### src/rtl/gntm_pkg.sv
// Package for the greedy nearest track matcher: widths, zone bounds and reset values.
// Depends on nothing; the core, the distance unit and the bench import it.
`timescale 1ns / 1ps
`default_nettype none
package gntm_pkg;
  localparam int COORD_W      = 14;
  localparam int IDENT_W      = 16;
  localparam int RADIUS_W     = 10;
  localparam int BIAS_W       = 6;
  localparam int CFG_IDX_W    = 1;
  localparam int CFG_DATA_W   = 10;
  localparam int DIST_W       = 29;
  localparam int DEF_MAX_TRACKS = 32;
  localparam int DEF_MAX_POINTS = 32;

  localparam logic [CFG_IDX_W-1:0] REG_MATCH_RADIUS = 1'b0;
  localparam logic [CFG_IDX_W-1:0] REG_ZONE_BIAS    = 1'b1;

  localparam logic [COORD_W-1:0] X_LOW_Q  = 14'd5120;
  localparam logic [COORD_W-1:0] X_HIGH_Q = 14'd10240;
  localparam logic [COORD_W-1:0] Y_LOW_Q  = 14'd2880;
  localparam logic [COORD_W-1:0] Y_HIGH_Q = 14'd5760;

  localparam logic [RADIUS_W-1:0] RADIUS_RESET = 10'd100;
  localparam logic [BIAS_W-1:0]   BIAS_RESET   = 6'd20;

  // Moves an outer-zone coordinate toward the centre by bias pixels.
  function automatic logic [COORD_W-1:0] zone_shift(input logic [COORD_W-1:0] v,
                                                    input logic [COORD_W-1:0] lo,
                                                    input logic [COORD_W-1:0] hi,
                                                    input logic [BIAS_W-1:0] bias);
    logic [COORD_W-1:0] b;
    b = {{(COORD_W-BIAS_W-4){1'b0}}, bias, 4'b0000};
    if (v < lo) zone_shift = v + b;
    else if (v < hi) zone_shift = v;
    else zone_shift = v - b;
  endfunction
endpackage
`default_nettype wire

### src/rtl/greedy_nearest_track_matcher_core.sv
// Top level of the greedy nearest track matcher: sequencer, track and point stores.
// Depends on gntm_pkg, gntm_ram and gntm_dist.
//
//  channel | direction | handshake        | payload
//  in_     | input     | in_valid/stall   | kind, point_x, point_y
//  out_    | output    | out_valid/stall  | person_valid, person_id, pos_x, pos_y, is_new, last
//  cfg_    | input     | cfg_wr_en        | cfg_index, cfg_data
//
// A detection request is written to the point store while the block stays idle. An
// end-of-frame request scans every stored point for each track, keeps only matched
// tracks, then appends unused points as new tracks; this is serialised by the one
// shared distance unit and the single read port of each store. Each result is then
// read in S_DRD and held in S_DOUT while out_stall is high.
// Reset (rst_n low, synchronous) empties both stores and the identifier counter.
// in_stall is high while a frame is being matched or dumped; the dump holds
// each result while out_stall is high.
`timescale 1ns / 1ps
`default_nettype none
module greedy_nearest_track_matcher_core #(
  parameter int MAX_TRACKS = gntm_pkg::DEF_MAX_TRACKS,
  parameter int MAX_POINTS = gntm_pkg::DEF_MAX_POINTS
) (
  input  wire logic                              clk,
  input  wire logic                              rst_n,
  input  wire logic                              cfg_wr_en,
  input  wire logic [gntm_pkg::CFG_IDX_W-1:0]    cfg_index,
  input  wire logic [gntm_pkg::CFG_DATA_W-1:0]   cfg_data,
  input  wire logic                              in_valid,
  output logic                                   in_stall,
  input  wire logic                              in_kind,
  input  wire logic [gntm_pkg::COORD_W-1:0]      in_point_x,
  input  wire logic [gntm_pkg::COORD_W-1:0]      in_point_y,
  output logic                                   out_valid,
  input  wire logic                              out_stall,
  output logic                                   out_person_valid,
  output logic      [gntm_pkg::IDENT_W-1:0]      out_person_id,
  output logic      [gntm_pkg::COORD_W-1:0]      out_pos_x,
  output logic      [gntm_pkg::COORD_W-1:0]      out_pos_y,
  output logic                                   out_is_new,
  output logic                                   out_last
);
  import gntm_pkg::*;

  localparam int TA_W = (MAX_TRACKS > 1) ? $clog2(MAX_TRACKS) : 1;
  localparam int PA_W = (MAX_POINTS > 1) ? $clog2(MAX_POINTS) : 1;
  localparam int TC_W = $clog2(MAX_TRACKS + 1);
  localparam int PC_W = $clog2(MAX_POINTS + 1);
  localparam int TW   = 2 * COORD_W + IDENT_W;
  localparam int PW   = 2 * COORD_W;

  localparam logic [3:0] S_IDLE  = 4'd0;
  localparam logic [3:0] S_TRD   = 4'd1; // read track t
  localparam logic [3:0] S_TLAT  = 4'd2; // track data arrives
  localparam logic [3:0] S_SCAN  = 4'd3; // stream points through the distance unit
  localparam logic [3:0] S_DRAIN = 4'd4;
  localparam logic [3:0] S_KEEP  = 4'd5; // read best point
  localparam logic [3:0] S_KWR   = 4'd6; // write kept track
  localparam logic [3:0] S_NRD   = 4'd7; // read leftover point
  localparam logic [3:0] S_NWR   = 4'd8;
  localparam logic [3:0] S_DRD   = 4'd9; // read for dump
  localparam logic [3:0] S_DOUT  = 4'd10;

  logic [3:0] state_r, state_nxt;
  logic [RADIUS_W-1:0] radius_r;
  logic [BIAS_W-1:0]   bias_r;
  logic [TC_W-1:0] tcount_r, t_r, kept_r;
  logic [PC_W-1:0] pcount_r, c_r, ccmp_r, c_d2_r;
  logic [IDENT_W-1:0] next_id_r;
  logic [MAX_POINTS-1:0] used_r;
  logic found_r;
  logic [PA_W-1:0] best_r;
  logic [DIST_W-1:0] bestd_r, limit_r;
  logic scan_v1_r, scan_v2_r;

  // Track store.
  logic t_we;
  logic [TA_W-1:0] t_wa, t_ra;
  logic [TW-1:0] t_wd, t_rd;
  // Point store.
  logic p_we;
  logic [PA_W-1:0] p_wa, p_ra;
  logic [PW-1:0] p_wd, p_rd;

  gntm_ram #(.WIDTH(TW), .DEPTH(MAX_TRACKS)) u_tracks (
    .clk(clk), .wr_en(t_we), .wr_addr(t_wa), .wr_data(t_wd),
    .rd_addr(t_ra), .rd_data(t_rd));
  gntm_ram #(.WIDTH(PW), .DEPTH(MAX_POINTS)) u_points (
    .clk(clk), .wr_en(p_we), .wr_addr(p_wa), .wr_data(p_wd),
    .rd_addr(p_ra), .rd_data(p_rd));

  logic [COORD_W-1:0] trk_x_r, trk_y_r;
  logic [IDENT_W-1:0] trk_id_r;
  logic [DIST_W-1:0] dsq;

  gntm_dist u_dist (
    .clk(clk), .ax(trk_x_r), .ay(trk_y_r),
    .bx(p_rd[PW-1:COORD_W]), .by(p_rd[COORD_W-1:0]), .dsq(dsq));

  logic in_acc, out_acc;
  assign in_acc  = in_valid && !in_stall;
  assign out_acc = out_valid && !out_stall;
  assign in_stall = (state_r != S_IDLE);

  // limit_r is the registered square of rq; the user must only change config when idle (unchecked).
  logic [COORD_W-1:0] rq;
  assign rq = {radius_r, 4'b0000};

  always_comb begin
    state_nxt = state_r;
    unique case (state_r)
      S_IDLE:  if (in_acc && in_kind) state_nxt = (tcount_r != '0) ? S_TRD : S_NRD;
      S_TRD:   state_nxt = S_TLAT;
      S_TLAT:  state_nxt = S_SCAN;
      S_SCAN:  if (c_r >= pcount_r) state_nxt = S_DRAIN;
      S_DRAIN: if (!scan_v1_r && !scan_v2_r) state_nxt = found_r ? S_KEEP : S_TRD;
      S_KEEP:  state_nxt = S_KWR;
      S_KWR:   state_nxt = S_TRD;
      S_NRD:   state_nxt = S_NWR;
      S_NWR:   state_nxt = S_NRD;
      S_DRD:   state_nxt = S_DOUT;
      S_DOUT:  if (out_acc) state_nxt = out_last ? S_IDLE : S_DRD;
      default: state_nxt = S_IDLE;
    endcase
    // Loop exits evaluated ahead of the generic arcs.
    if (state_r == S_TRD && t_r >= tcount_r) state_nxt = S_NRD;
    if (state_r == S_DRAIN && !scan_v1_r && !scan_v2_r && !found_r) state_nxt = S_TRD;
    if (state_r == S_NRD && c_r >= pcount_r) state_nxt = S_DRD;
  end

  always_comb begin
    t_we = 1'b0;
    t_wa = kept_r[TA_W-1:0];
    t_wd = {p_rd, trk_id_r};
    t_ra = t_r[TA_W-1:0];
    p_we = 1'b0;
    p_wa = pcount_r[PA_W-1:0];
    p_wd = {zone_shift(in_point_x, X_LOW_Q, X_HIGH_Q, bias_r),
            zone_shift(in_point_y, Y_LOW_Q, Y_HIGH_Q, bias_r)};
    p_ra = c_r[PA_W-1:0];
    case (state_r)
      S_IDLE: p_we = in_acc && !in_kind && (pcount_r < PC_W'(MAX_POINTS));
      S_KEEP: p_ra = best_r;
      S_KWR:  t_we = 1'b1;
      S_NWR: begin
        t_we = !used_r[c_d2_r[PA_W-1:0]] && (kept_r < TC_W'(MAX_TRACKS));
        t_wd = {p_rd, next_id_r};
      end
      S_DRD:  t_ra = t_r[TA_W-1:0];
      default: ;
    endcase
  end

  always_ff @(posedge clk) begin
    if (!rst_n) begin
      state_r   <= S_IDLE;
      radius_r  <= RADIUS_RESET;
      bias_r    <= BIAS_RESET;
      tcount_r  <= '0;
      pcount_r  <= '0;
      next_id_r <= '0;
      used_r    <= '0;
      t_r <= '0; kept_r <= '0; c_r <= '0; ccmp_r <= '0; c_d2_r <= '0;
      found_r <= 1'b0; scan_v1_r <= 1'b0; scan_v2_r <= 1'b0;
      out_valid <= 1'b0;
    end else begin
      state_r <= state_nxt;
      if (cfg_wr_en) begin
        unique case (cfg_index)
          REG_MATCH_RADIUS: radius_r <= cfg_data[RADIUS_W-1:0];
          REG_ZONE_BIAS:    bias_r   <= cfg_data[BIAS_W-1:0];
          default: ;
        endcase
      end
      // A point read is issued in the scan state; its flag follows the data.
      scan_v1_r <= (state_r == S_SCAN) && (c_r < pcount_r) && !used_r[c_r[PA_W-1:0]];
      scan_v2_r <= scan_v1_r;
      case (state_r)
        S_IDLE: begin
          t_r <= '0; kept_r <= '0; c_r <= '0;
          if (p_we) pcount_r <= pcount_r + 1'b1;
        end
        S_TRD: begin
          c_r <= '0;
          found_r <= 1'b0;
        end
        S_TLAT: begin
          trk_x_r  <= t_rd[TW-1 -: COORD_W];
          trk_y_r  <= t_rd[IDENT_W +: COORD_W];
          trk_id_r <= t_rd[IDENT_W-1:0];
        end
        S_SCAN: begin
          // Issue read for point c; data valid next cycle, distance the one after.
          if (c_r < pcount_r) c_r <= c_r + 1'b1;
          ccmp_r <= c_r;
          c_d2_r <= ccmp_r;
        end
        default: ;
      endcase
      if (state_r == S_DRAIN) begin
        ccmp_r <= c_r;
        c_d2_r <= ccmp_r;
      end
      // Compare stage, shared by scan and drain.
      if (scan_v2_r && dsq < limit_r && (!found_r || dsq < bestd_r)) begin
        found_r <= 1'b1;
        best_r  <= c_d2_r[PA_W-1:0];
        bestd_r <= dsq;
      end
      if (state_r == S_DRAIN && !scan_v1_r && !scan_v2_r && !found_r) t_r <= t_r + 1'b1;
      if (state_r == S_KWR) begin
        used_r[best_r] <= 1'b1;
        kept_r <= kept_r + 1'b1;
        t_r <= t_r + 1'b1;
      end
      if (state_r == S_NRD) begin
        c_d2_r <= c_r;
        c_r <= c_r + 1'b1;
        if (c_r >= pcount_r) begin
          // kept_r now holds the final count of the table.
          t_r <= '0;
          tcount_r <= kept_r;
          pcount_r <= '0;
        end
      end
      if (state_r == S_NWR && t_we) begin
        next_id_r <= next_id_r + 1'b1;
        kept_r <= kept_r + 1'b1;
      end
      if (state_r == S_DOUT && out_acc) begin
        out_valid <= 1'b0;
        t_r <= t_r + 1'b1;
        if (out_last) used_r <= '0;
      end
      if (state_r == S_DRD) out_valid <= 1'b1;
    end
  end

  // Squared limit, recomputed every cycle from the radius register.
  always_ff @(posedge clk) begin
    limit_r <= DIST_W'(rq) * DIST_W'(rq);
  end

  // Count of tracks matched this frame, for the is_new flag.
  logic [TC_W-1:0] matched_r;
  always_ff @(posedge clk) begin
    if (!rst_n) matched_r <= '0;
    else if (state_r == S_NRD && c_r == '0) matched_r <= kept_r;
  end

  assign out_person_valid = (tcount_r != '0);
  assign out_person_id    = out_person_valid ? t_rd[IDENT_W-1:0] : '0;
  assign out_pos_x        = out_person_valid ? t_rd[TW-1 -: COORD_W] : '0;
  assign out_pos_y        = out_person_valid ? t_rd[IDENT_W +: COORD_W] : '0;
  assign out_is_new       = out_person_valid && (t_r >= matched_r);
  assign out_last         = !out_person_valid || (t_r + 1'b1 == tcount_r);
endmodule
`default_nettype wire

### src/rtl/gntm_ram.sv
// Generic single-port-write, single-port-read RAM with registered read data.
// Depends on nothing.
`timescale 1ns / 1ps
`default_nettype none
module gntm_ram #(
  parameter int WIDTH = 14,
  parameter int DEPTH = 32
) (
  input  wire logic                     clk,
  input  wire logic                     wr_en,
  input  wire logic [$clog2(DEPTH)-1:0] wr_addr,
  input  wire logic [WIDTH-1:0]         wr_data,
  input  wire logic [$clog2(DEPTH)-1:0] rd_addr,
  output logic      [WIDTH-1:0]         rd_data
);
  logic [WIDTH-1:0] mem [DEPTH];
  always_ff @(posedge clk) begin
    if (wr_en) mem[wr_addr] <= wr_data;
    rd_data <= mem[rd_addr];
  end
endmodule
`default_nettype wire

### src/rtl/gntm_dist.sv
// Shared distance unit: registered squared Euclidean distance of two Q10.4 points.
// Depends on gntm_pkg.
`timescale 1ns / 1ps
`default_nettype none
module gntm_dist (
  input  wire logic                   clk,
  input  wire logic [gntm_pkg::COORD_W-1:0] ax,
  input  wire logic [gntm_pkg::COORD_W-1:0] ay,
  input  wire logic [gntm_pkg::COORD_W-1:0] bx,
  input  wire logic [gntm_pkg::COORD_W-1:0] by,
  output logic      [gntm_pkg::DIST_W-1:0]  dsq
);
  import gntm_pkg::*;
  logic [COORD_W-1:0] dx, dy;
  logic [2*COORD_W-1:0] sqx_r, sqy_r;
  assign dx = (ax > bx) ? ax - bx : bx - ax;
  assign dy = (ay > by) ? ay - by : by - ay;
  // Two squares registered, then one add.
  always_ff @(posedge clk) begin
    sqx_r <= dx * dx;
    sqy_r <= dy * dy;
  end
  assign dsq = {1'b0, sqx_r} + {1'b0, sqy_r};
endmodule
`default_nettype wire

### config.mk
export PLATFORM = sky130hd
export DESIGN_NAME = greedy_nearest_track_matcher_core
export DESIGN_NICKNAME = d
export VERILOG_FILES = /design/src/rtl/gntm_pkg.sv /design/src/rtl/greedy_nearest_track_matcher_core.sv /design/src/rtl/gntm_ram.sv /design/src/rtl/gntm_dist.sv
export SDC_FILE = /design/constraint.sdc
export NUM_CORES = 2
export LEC_CHECK = 0
export ABC_CLOCK_PERIOD_IN_PS = 17800
export BUFFER_PORTS_ARGS = -buffer_cell sky130_fd_sc_hd__buf_2
export CORE_MARGIN = 4
export CORE_UTILIZATION = 50
export CTS_CLUSTER_DIAMETER = 200
export CTS_CLUSTER_SIZE = 10
export DETAILED_ROUTE_END_ITERATION = 10
export PLACE_DENSITY = 0.63
export SLEW_MARGIN = 10
export SYNTH_ARGS = -nofsm -noshare
export SYNTH_HDL_FRONTEND = slang
export SYNTH_SLANG_ARGS = --single-unit
### constraint.sdc
create_clock -name clk -period 17.8 [get_ports clk]
set_clock_uncertainty 0.15 [all_clocks]
set_input_delay 0.89 -clock clk [delete_from_list [all_inputs] [get_ports clk]]
set_output_delay 0.89 -clock clk [all_outputs]
set_load 0.01 [all_outputs]
==> flow_summary.ini <==
[run_status]
outcome = finished, final reports clean

[final_layout]
final_common_cell = edfxtp_1
register_area_mm2 = 0.0768
fillerInstances = 18200
syn2layout_area_growth_pct = 11.7
nets = 8113
final_cell_mix = edfxtp_1 (2382), mux4_2 (684), inv_1 (565)
final-instance-count-excl-fill = 10700
multi_input_area_mm2 = 0.0397
drive_gt1_share_pct = 19.5

[worst_setup_path]
reg2reg_depth = 28
r2r-end = u_dist.sqy_r[27]
worstSetupPathType = reg2reg
crit_required_ns = 18.42
r2r-start = u_points.rd_data[13]
path_max_fanout = 33
critPathCaptureType = register
cpMaxStageDelayCell = dfxtp_1
r2r_slack_ns = 7.26
arrival_ns = 11.16
startpoint = u_points.rd_data[13]
crit_path_frequent_cell = fa_1
cp-start-kind = register
cpPeakStageDelay_ns = 0.96
cp-endpoint = u_dist.sqy_r[27]

[placed_design]
gp_congestion = 0.848
portBuffers = 93
dpl.cell_count = 10200
hpwl_um = 166000

[run]
maxCapViolCount = 0

[sta]
rsz0062_at_grt = no
slew_headroom_pct = 12.9
finalSetupViolCount = 0
max_freq_mhz = 94.9
slew_violations = 0
fin_setup_tns_ns = 0
finalCriticalPeriod_ns = 10.54
finalCritPeriodShare_pct = 59.2
hold_viol = 0
worst_slew_pin_slew_ns = 1.30

[synthesis]
synth_edf_count = 2382
netlist_area_mm2 = 0.119
syn-instance-count = 7103
syn-mean-instance-area_um2 = 16.8
yosys_warnings = 0
synth_nets = 7837
synth-async-reset-ratio_pct = 0
synthFlopType = edfxtp_1
ys_types = 90
ys_ff_latch = 2645
yosysSeqAreaShare_pct = 64.5

[detailed_routing]
ant_nets = 0
drtPass1Iterations = 5
drtIter0Drc = 6793
vias = 64400
viasPerCell = 6.00
wl_per_cell_um = 27.8
drt-total-wl_um = 298000
drc = 0

[cts]
clock_path_buffers = 4
numCtsBuffers = 314
cts.sinks = 2645
clk_latency_ns = 0.93
cts_resized = 0
cts_tree = yes
postCtsSetupRepairBufs = 0
ctsRootBufferMaster = clkbuf_16
cts.clk_slew.worst_paths_ns = 0.06
cts_hold_buf = 0
h-tree-depth = 5

[grt]
grt_first_pass_wirelength_um = 441000
grt_antenna_before_repair = 17
grtUsageMet1_pct = 34.6
track_usage_pct = 24.4
busiest_layer = met2
grtUsageMet2_pct = 39.7
grt_pass1_vias = 65900
grt_use_met3_pct = 3.87
grt_max_degree = 129
grt_overflow = 0

[die]
start_util_pct = 50.5
num_rows = 178
die_height_um = 496
core_mm2 = 0.236
die_w_um = 496
io_pins = 94
dieArea_mm2 = 0.246

[worst_hold_path]
hold_start = cfg_data[6]
min_path_type = in2reg
metrics by stage:
step,utilization [%],hold slack (ns),setup slack (ns),cell area [um^2]
3_5_place_dp,52.7,0.259,7.21,124000
3_3_place_gp,52.7,0.257,7.56,124000
2_1_floorplan,-,0.241,9.02,119000
6_report,56.4,0.0841,7.26,133000
5_1_grt,56.4,0.0480,6.61,133000
4_1_cts,56.4,0.00180,7.20,133000
synthesized netlist by cell type (9+ instances only):
master | instances | share of area (%)
a211o_1 | 12 | 0.088
a211oi_1 | 10 | 0.063
a21boi_0 | 19 | 0.12
a21o_1 | 89 | 0.56
a21oi_1 | 179 | 0.75
a221o_1 | 9 | 0.076
a31oi_1 | 14 | 0.074
and2_1 | 100 | 0.53
and3_1 | 22 | 0.12
buf_1 | 38 | 0.12
buf_2 | 36 | 0.15
clkbuf_1 | 210 | 0.66
dfxtp_1 | 263 | 4.4
edfxtp_1 | 2382 | 60
fa_1 | 281 | 4.7
ha_1 | 408 | 4.3
inv_1 | 566 | 1.8
mux2_2 | 78 | 0.74
mux2i_1 | 38 | 0.32
mux4_2 | 684 | 13
nand2_1 | 483 | 1.5
nand2b_1 | 48 | 0.25
nand3_1 | 187 | 0.79
nand3b_1 | 10 | 0.063
nand4_1 | 26 | 0.14
nor2_1 | 317 | 1.0
nor2b_1 | 46 | 0.24
nor3_1 | 36 | 0.15
nor3b_1 | 10 | 0.063
o211a_1 | 9 | 0.076
o211ai_1 | 16 | 0.10
o21a_1 | 15 | 0.095
o21ai_0 | 107 | 0.45
o21bai_1 | 34 | 0.21
or2_2 | 10 | 0.053
or3_1 | 10 | 0.053
xnor2_1 | 101 | 0.74
xor2_1 | 64 | 0.47
logic make-up after synthesis:
group	Yosys count	share of synthesized area [%]
buffers and inverters	863	2.77
adders and majority gates	689	9.01
muxes	800	14.0
and+or+nand+nor	1343	5.23
DFF	2645	64.5
AOI/OAI and AO/OA	592	3.25
xor gates and xnor gates	171	1.30
flip-flops by register name (all words and copies together), names as in the netlist, 10 cells and up:
name	flops
u_tracks.mem	1408
u_points.mem	896
u_tracks.rd_data	44
used_r	32
bestd_r	29
u_points.rd_data	28
u_dist.sqx_r	27
u_dist.sqy_r	27
limit_r	19
next_id_r	16
trk_id_r	16
trk_x_r	14
trk_y_r	14
radius_r	10
per-layer routing:
metal	vias to the layer above	wire, um
met4	2	7770
li1	27500	-
met5	-	13
met2	2313	146000
met1	34100	124000
met3	441	19900
worst max-delay path: cells and delay by family (launching register included):
kind            cells  cell delay (ns)
flops               1             0.96
xor+xnor            2             0.59
mux                 1             0.17
buf+inv             4             0.68
compound gates      7             2.35
fa+ha+maj           8             3.60
simple gates        6             1.91
layout make-up:
class,count,share of cell area [%]
repair buffers,246,1.30
diodes,15,0.0282
flip-flops and latches,2645,57.7
clock inverters,9,0.0855
inverters,577,1.63
multi-input cells,3595,29.8
well taps,3150,2.96
clock buffers,484,6.48
how the worst min path moves through the flow:
stage | depth (start not counted) | end | slack, ns
2_1_floorplan | 0 | limit_r[8] | 0.24
3_3_place_gp | 0 | trk_id_r[12] | 0.26
3_5_place_dp | 0 | trk_id_r[15] | 0.26
4_1_cts | 3 | radius_r[6] | 0.002
5_1_grt | 3 | radius_r[6] | 0.05
6_report | 3 | radius_r[6] | 0.08
Power is not shown: default switching activity piles up to over one toggle a cycle in this logic, so the estimate is an artifact.
